===== config.mk =====
export PLATFORM = sky130hd
export DESIGN_NAME = nrb_sequencer
export DESIGN_NICKNAME = d
export VERILOG_FILES = /design/src/sv/nrb_pkg.sv /design/src/sv/nrb_sequencer.sv
export SDC_FILE = /design/constraint.sdc
export NUM_CORES = 1
export LEC_CHECK = 0
export BUFFER_PORTS_ARGS = -buffer_cell sky130_fd_sc_hd__buf_2
export CAP_MARGIN = 40
export CORE_UTILIZATION = 45
export DETAILED_ROUTE_END_ITERATION = 8
export GPL_TIMING_DRIVEN = 0
export PLACE_DENSITY = 0.76
export RECOVER_POWER = 100
export SKIP_LAST_GASP = 1
export SLEW_MARGIN = 0
export SYNTH_ARGS = -nofsm -noshare
export SYNTH_HDL_FRONTEND = slang
export SYNTH_SLANG_ARGS = --single-unit

===== constraint.sdc =====
create_clock -name clk -period 2.88 [get_ports clk]
set_input_delay 0.72 -clock clk [delete_from_list [all_inputs] [get_ports clk]]
set_output_delay 0.72 -clock clk [all_outputs]
set_load 0.01 [all_outputs]

===== src/sv/nrb_pkg.sv =====
// Shared types, constants and the control store of the NDEF record builder.
package nrb_pkg;

  localparam int OFF_W  = 11;
  localparam int CNT_W  = 9;
  localparam int NEED_W = 13;

  localparam logic [OFF_W-1:0] LIMIT_RESET = 11'd1024;
  localparam logic [CNT_W-1:0] CNT_MAX     = 9'd511;
  localparam logic [10:0]      SHORT_MAX   = 11'd255;

  localparam logic [7:0] FLAG_MB = 8'h80;
  localparam logic [7:0] FLAG_ME = 8'h40;
  localparam logic [7:0] FLAG_SR = 8'h10;
  localparam logic [7:0] FLAG_IL = 8'h08;

  typedef enum logic [2:0] {
    MODE_BEGIN = 3'd0,
    MODE_START = 3'd1,
    MODE_DATA  = 3'd2,
    MODE_END   = 3'd3,
    MODE_READ  = 3'd4,
    MODE_RESET = 3'd5
  } mode_t;

  typedef enum logic [1:0] {
    ST_OK     = 2'd0,
    ST_STATE  = 2'd1,
    ST_BUFFER = 2'd2,
    ST_UNEXP  = 2'd3
  } status_t;

  typedef enum logic [4:0] {
    S_IDLE   = 5'd0,
    S_BEGIN  = 5'd1,
    S_RESET  = 5'd2,
    S_END    = 5'd3,
    S_DATA   = 5'd4,
    S_NOP    = 5'd5,
    S_READ   = 5'd6,
    S_RDRESP = 5'd7,
    S_START  = 5'd8,
    S_CLRME  = 5'd9,
    S_FLAGS  = 5'd10,
    S_TLEN   = 5'd11,
    S_PB3    = 5'd12,
    S_PB2    = 5'd13,
    S_PB1    = 5'd14,
    S_PB0    = 5'd15,
    S_ILEN   = 5'd16,
    S_COMMIT = 5'd17,
    S_FAIL   = 5'd18
  } step_t;

  typedef enum logic [3:0] {
    OP_NONE, OP_BEGIN, OP_RESET, OP_END, OP_DATA,
    OP_RDREQ, OP_RDRESP, OP_CHECK, OP_COMMIT, OP_FAIL
  } op_t;

  typedef enum logic [3:0] {
    W_NONE, W_CLRME, W_FLAGS, W_TLEN, W_PB3, W_PB2, W_PB1, W_PB0, W_ILEN, W_DATA
  } wsel_t;

  typedef enum logic [1:0] {
    J_NONE, J_FAIL, J_SR, J_NOIL
  } jcond_t;

  typedef struct packed {
    op_t    op;
    wsel_t  wsel;
    logic   emit;
    logic   ret;
    jcond_t jcond;
    step_t  target;
  } ctrl_t;

  typedef struct packed {
    ctrl_t cw;
    logic  go;
    logic  accept;
  } seq_t;

  typedef struct packed {
    logic fail;
    logic sr;
    logic il;
    logic out_free;
  } cond_t;

  function automatic ctrl_t cw(op_t op, wsel_t ws, logic emit, logic ret,
                               jcond_t jc, step_t tgt);
    ctrl_t c;
    c.op     = op;
    c.wsel   = ws;
    c.emit   = emit;
    c.ret    = ret;
    c.jcond  = jc;
    c.target = tgt;
    return c;
  endfunction

  // Control store: one word per step.
  function automatic ctrl_t ucode(step_t s);
    ctrl_t c;
    unique case (s)
      S_IDLE:   c = cw(OP_NONE,   W_NONE,  1'b0, 1'b1, J_NONE, S_IDLE);
      S_BEGIN:  c = cw(OP_BEGIN,  W_NONE,  1'b1, 1'b1, J_NONE, S_IDLE);
      S_RESET:  c = cw(OP_RESET,  W_NONE,  1'b1, 1'b1, J_NONE, S_IDLE);
      S_END:    c = cw(OP_END,    W_NONE,  1'b1, 1'b1, J_NONE, S_IDLE);
      S_DATA:   c = cw(OP_DATA,   W_DATA,  1'b1, 1'b1, J_NONE, S_IDLE);
      S_NOP:    c = cw(OP_NONE,   W_NONE,  1'b1, 1'b1, J_NONE, S_IDLE);
      S_READ:   c = cw(OP_RDREQ,  W_NONE,  1'b0, 1'b0, J_NONE, S_IDLE);
      S_RDRESP: c = cw(OP_RDRESP, W_NONE,  1'b1, 1'b1, J_NONE, S_IDLE);
      S_START:  c = cw(OP_CHECK,  W_NONE,  1'b0, 1'b0, J_FAIL, S_FAIL);
      S_CLRME:  c = cw(OP_NONE,   W_CLRME, 1'b0, 1'b0, J_NONE, S_IDLE);
      S_FLAGS:  c = cw(OP_NONE,   W_FLAGS, 1'b0, 1'b0, J_NONE, S_IDLE);
      S_TLEN:   c = cw(OP_NONE,   W_TLEN,  1'b0, 1'b0, J_SR,   S_PB0);
      S_PB3:    c = cw(OP_NONE,   W_PB3,   1'b0, 1'b0, J_NONE, S_IDLE);
      S_PB2:    c = cw(OP_NONE,   W_PB2,   1'b0, 1'b0, J_NONE, S_IDLE);
      S_PB1:    c = cw(OP_NONE,   W_PB1,   1'b0, 1'b0, J_NONE, S_IDLE);
      S_PB0:    c = cw(OP_NONE,   W_PB0,   1'b0, 1'b0, J_NOIL, S_COMMIT);
      S_ILEN:   c = cw(OP_NONE,   W_ILEN,  1'b0, 1'b0, J_NONE, S_IDLE);
      S_COMMIT: c = cw(OP_COMMIT, W_NONE,  1'b1, 1'b1, J_NONE, S_IDLE);
      S_FAIL:   c = cw(OP_FAIL,   W_NONE,  1'b1, 1'b1, J_NONE, S_IDLE);
      default:  c = cw(OP_NONE,   W_NONE,  1'b0, 1'b1, J_NONE, S_IDLE);
    endcase
    return c;
  endfunction

  // First step of the program for each mode.
  function automatic step_t entry(logic [2:0] mode);
    step_t s;
    unique case (mode)
      MODE_BEGIN: s = S_BEGIN;
      MODE_START: s = S_START;
      MODE_DATA:  s = S_DATA;
      MODE_END:   s = S_END;
      MODE_READ:  s = S_READ;
      MODE_RESET: s = S_RESET;
      default:    s = S_NOP;
    endcase
    return s;
  endfunction

endpackage


===== src/sv/nrb_sequencer.sv =====
// Step counter and control store lookup of the NDEF record builder.
module nrb_sequencer
  import nrb_pkg::*;
(
  input  logic       clk,
  input  logic       rst,
  input  logic       in_valid,
  input  logic [2:0] in_mode,
  input  cond_t      cond,
  output seq_t       seq
);

  step_t pc;
  step_t pc_next;
  ctrl_t cw_cur;
  logic  go;
  logic  accept;
  logic  jump;

  always_comb begin
    cw_cur = ucode(pc);
    // A step that delivers a result waits until the output register is free.
    go     = !cw_cur.emit || cond.out_free;
    accept = cw_cur.ret && go && in_valid;
    unique case (cw_cur.jcond)
      J_FAIL:  jump = cond.fail;
      J_SR:    jump = cond.sr;
      J_NOIL:  jump = !cond.il;
      default: jump = 1'b0;
    endcase
    priority if (accept) begin
      pc_next = entry(in_mode);
    end else if (!go) begin
      pc_next = pc;
    end else if (cw_cur.ret) begin
      pc_next = S_IDLE;
    end else if (jump) begin
      pc_next = cw_cur.target;
    end else begin
      pc_next = step_t'(pc + 5'd1);
    end
  end

  always_ff @(posedge clk) begin
    if (rst) begin
      pc <= S_IDLE;
    end else begin
      pc <= pc_next;
    end
  end

  assign seq.cw     = cw_cur;
  assign seq.go     = go;
  assign seq.accept = accept;

endmodule


Word-level counts from Yosys, hierarchy flattened:

Memory sizes are Yosys's and may differ from the RTL's. A register that Yosys moved wholly into a read port is not among the register bits.
Index checks and enable logic that the tools add are counted.

* bits in latches: 0
* flip-flop bits (word level): 5
* RAM bits: 0
* output and inout bits: 19
* memories: 1
* bits in read-only memories: 544
* logic and storage cells: 26

Memories
* (no name shown): depth 32, width 17, rd ports 1, clocked after memory_dff 1, wr ports 0, RTL line nrb_pkg.sv:105 `unique case (s)`

* shifts and indexed selects: 0
* order comparisons: 0
* reductions and logical operators: 7
* bitwise operators: 0
* add/sub/neg operators: 1
* div/mod/pow operators: 0
* mux-type cells: 8
* equality and inequality tests: 8
* multiply operators: 0

Operator list (number)
* two-way mux 5 bit: 6
* case mux 4 bit (6 select lines): 1
* equality test 3 x 2 -> 1 bit, second input constant: 2
* equality test 3 bit, second input constant: 2
* adder 5 x 1 -> 5 bit, second input constant: 1
* equality test 2 bit, second input constant: 2
* equality test 3 x 1 -> 1 bit, second input constant: 1
* zero test 3 bit: 1
* case mux 1 bit (3 select lines): 1
* equality test 2 x 1 -> 1 bit, second input constant: 1
* logical AND 1 bit: 2
* zero test 1 bit: 2
* nonzero test 2 bit: 1
* logical OR 1 bit: 1

Logic depth before layout (Yosys ltp):

* depth in word-level cells: 8
* mapped depth: 12

Worst setup path before layout:

Ideal clock, no wire load.

* kind: input port to flip-flop
* from: in cond[2] (netlist name)
* to: reg, netlist name cw_cur[14]
* arrival: 2406 ps
* required time: 2794 ps
* setup slack: 388 ps
* path buffers: 0
* cell stages on the path: 10
* path through: nor2b_2 -> or3b_1 -> a311o_1 -> o2bb2ai_2 -> nor2_1 -> ha_1 -> inv_1 -> mux2i_1 -> nor2_1 -> a211oi_1

* cells in the longest elaborated chain, start to end: 7

Ends and longest elaborated chain
* from (decl): RTL line nrb_sequencer.sv:9 `input cond_t cond,`
* case mux 1 bit (3 select lines): RTL line nrb_sequencer.sv:25 `unique case (cw_cur.jcond)`
* two-way mux 5 bit: RTL line nrb_sequencer.sv:37 `end else if (jump) begin`
* two-way mux 5 bit: RTL line nrb_sequencer.sv:35 `end else if (cw_cur.ret) begin`
* two-way mux 5 bit: RTL line nrb_sequencer.sv:33 `end else if (!go) begin`
* two-way mux 5 bit: RTL line nrb_sequencer.sv:31 `priority if (accept) begin`
* two-way mux 5 bit (no line) (2 in series)

Every way passes these cells. The select of a mux whose other input is x is not followed.
A chain may end at the register's enable or synchronous reset.

Final worst setup path:

* from: in cond[2] (netlist name)
* to: reg, netlist name cw_cur[14]

* cells in the longest elaborated chain, start to end: 7

Ends and longest elaborated chain (RTL line)
* case mux 1 bit (3 select lines): nrb_sequencer.sv:25
* two-way mux 5 bit: nrb_sequencer.sv:37
* two-way mux 5 bit: nrb_sequencer.sv:35
* two-way mux 5 bit: nrb_sequencer.sv:33
* two-way mux 5 bit: nrb_sequencer.sv:31
* two-way mux 5 bit (no line) (2 in series)

Every way passes these cells. The select of a mux whose other input is x is not followed.

==> metrics <==
outcome completed; Post-Synth Adder-Cell Area 4.17%; CTS Buf Count 3; WHS 0.685 ns; async set or reset register ratio after synthesis 0%; Initial DRT Pass Iterations 5; Avg Synthesized Cell Area 8.70 sq um; drt drc 0; Routability Congestion 0.890; area occupied by multi-input gates 657 sq um; ranking of synthesized cells by area dfxtp_1 (33%), nor2_1 (6.3%), buf_4 (5.3%); die area 2740 sq um; CP Cell Sequence buf_2 -> nor2b_1 -> o211a_1 -> o41ai_1 -> a222oi_1 -> clkbuf_1 -> buf_4 -> nand3_1 -> a211oi_1; relative slew slack 68.7%; final wirelength 2640 microns; final net count 176; CTS Sinks 19; Die Y 52.3 microns; setup TNS 0 ns; maximum VDD drop 0.292 mV; hold_buf cts 0; # rows 17; worst skew pair latency 0.30 ns; Power Density 423 nW/um^2; antenna viol nets, final 0; worst hold path class flop to flop; Routed WL per cell 13.9 microns; largest net degree at the start of global routing 11; DP Cell Count 186; Worst-Margin Slew 0.466 ns; Reg area 380 sq um; Final Hold Vio Count 0; CTS-repair resized insts 0; main combinational cell family by area after synthesis simple AND/OR/NAND/NOR gates; share of cells above drive strength 1 17.9%; Post-Synth Simple-Gate Area 26.3%; diodes inserted 0; first-pass GRT wire length 4080 microns; cell area after synthesis 1140 sq um; Finish-stage setup viols 0; Post-synth EDFFs 0; Area Growth Syn to Fin 14.8%; Tmin final 2.66 ns; Yosys reg bits 19; post-DP HPWL 1970 microns; initial antenna violation count 0; crit path capture type flop; area leader, netlist dfxtp_1; Critical Path AT 2.88 ns; Post-Syn Nets 144; Netlist cell types 47; cells on worst reg2reg path 8; RSZ-0062 raised after global routing no; Startpoint Class primary input; critical path class primary input to flop; Crit Path Max Fanout 10; post-synthesis mux area share 1.76%; htree depth 1; top-area cell type share of the netlist area 33.4%; post-DR vias/cell 5.76; Tot GR Track Use 20.4%; vias in the first global route 947; leakage 0.565 nW; fin cells 190; compound-gate portion of the synthesized area 23.5%; GRT Residual Overflow 0; I/O pin total 29; fill count 224; sequential element share of the synthesized area 33.4%; Fin Clk Skew 0.00124 ns; DRT iter0 DRCs 31; max frequency 0.376 GHz; Vias 1094; Starting Density 49.6%; port bufs 27; CTS tree built; total core area 2300 sq um; Ys Warns 0; Post-Synthesis Cells 131; Final Core Density 57.0%; register clock-pin slew on the reported worst setup and hold paths 0.10 ns; Post-synth top flop dfxtp_1; # Post-CTS Setup Buffers 0; total power 0.000554 W; XOR/XNOR Fraction of Synth Area 2.31%; clk buf depth 2; Critical Path RT 3.10 ns; pins over their slew limit 0; final worst-path cycle share 92.3%; die width 52.3 microns; Max-Cap Viols 0; CP peak stage delay 0.38 ns; CP max-delay cell clkbuf_1; root buf cell clkbuf_4; hold depth 2
cell usage in the layout (no fill, tap or decap), types with 2 or more instances in the layout:
cell / count
nor3_1: 5
clkbuf_1: 19
nand3_1: 5
buf_4: 5
or3_1: 2
nand2_1: 4
and2_1: 2
and4_1: 2
buf_2: 12
a21oi_1: 4
and3_1: 4
a31oi_1: 2
clkbuf_4: 5
o31a_1: 2
o21a_1: 4
nor2_1: 19
nor4_1: 2
mux2i_1: 2
a211oi_1: 4
dfxtp_1: 19
nor2b_1: 2
xnor2_1: 2
inv_1: 8
ha_1: 3
sequential cells by signal, indices dropped and copies added (netlist names):
| signal | flops |
|---|---|
| cw_cur | 14 |
| pc | 5 |
through the flow:
step                setup slack (ns)  cell area [sq um]
floorplan                      0.388               1140
global placement               0.123               1310
detailed placement            0.0779               1310
CTS                            0.383               1340
global route                   0.122               1310
finish                         0.222               1310
worst paths after layout:
| path | from | to | slack (ns) |
|---|---|---|---|
| worst min register to register | pc[1]$_SDFFE_PP0N_ | pc[1]$_SDFFE_PP0N_ | 0.69 |
| worst max-delay path | cond[2] | cw_cur[14]$_SDFF_PP0_ | 0.22 |
| worst min-delay path | pc[1]$_SDFFE_PP0N_ | pc[1]$_SDFFE_PP0N_ | 0.69 |
| worst max register to register | cw_cur[5]$_SDFF_PP0_ | cw_cur[14]$_SDFF_PP0_ | 0.34 |
routing by layer:
metal / part of all wire, % / track usage, % / vias to the layer above
met5: 0 / 0 / -
met4: 1.3 / 9.21 / 0
met3: 5.3 / 2.90 / 4
met2: 49 / 35.9 / 42
met1: 45 / 24.1 / 510
li1: - / - / 538
worst max-delay path, delay by kind of cell:
family	cells	cell delay, ns
and+or+nand+nor	2	0.47
AOI/OAI and AO/OA	4	0.98
buffers and inverters	3	0.69
cell families after synthesis:
group | after synthesis
muxes | 2
buffers and inverters | 18
and+or+nand+nor | 55
adders and majority gates | 4
xor gates and xnor gates | 3
DFF | 19
AOI/OAI and AO/OA | 30
cells in the mapped netlist (2+ instances only):
| master | count |
|---|---|
| nand3_1 | 5 |
| xnor2_1 | 2 |
| and2_1 | 2 |
| buf_4 | 8 |
| and4_1 | 2 |
| nor2_1 | 19 |
| a21oi_1 | 4 |
| nor4_1 | 2 |
| o21a_1 | 4 |
| and3_1 | 4 |
| dfxtp_1 | 19 |
| a31oi_1 | 2 |
| nand2_1 | 4 |
| inv_1 | 7 |
| ha_1 | 3 |
| mux2i_1 | 2 |
| nor2b_2 | 2 |
| a211oi_1 | 4 |
| o31a_1 | 2 |
| nor3_1 | 5 |
| clkbuf_1 | 2 |
| or3_1 | 2 |
final cells by class:
| cell class | count | area share, % |
|---|---|---|
| Multi-Input combinational cell | 94 | 50.2 |
| Sequential cell | 19 | 29.1 |
| Timing Repair Buffer | 27 | 8.89 |
| Buffer | 10 | 4.88 |
| Tap cell | 28 | 2.68 |
| Inverter | 8 | 2.29 |
| Clock buffer | 4 | 2.01 |
power by group:
| group | switching (W) | internal [W] |
|---|---|---|
| clock | 0.0000790 | 0.0000540 |
| sequential | 0.00000906 | 0.000275 |
| combinational | 0.0000805 | 0.0000561 |
(Power assumes the default switching activity.)
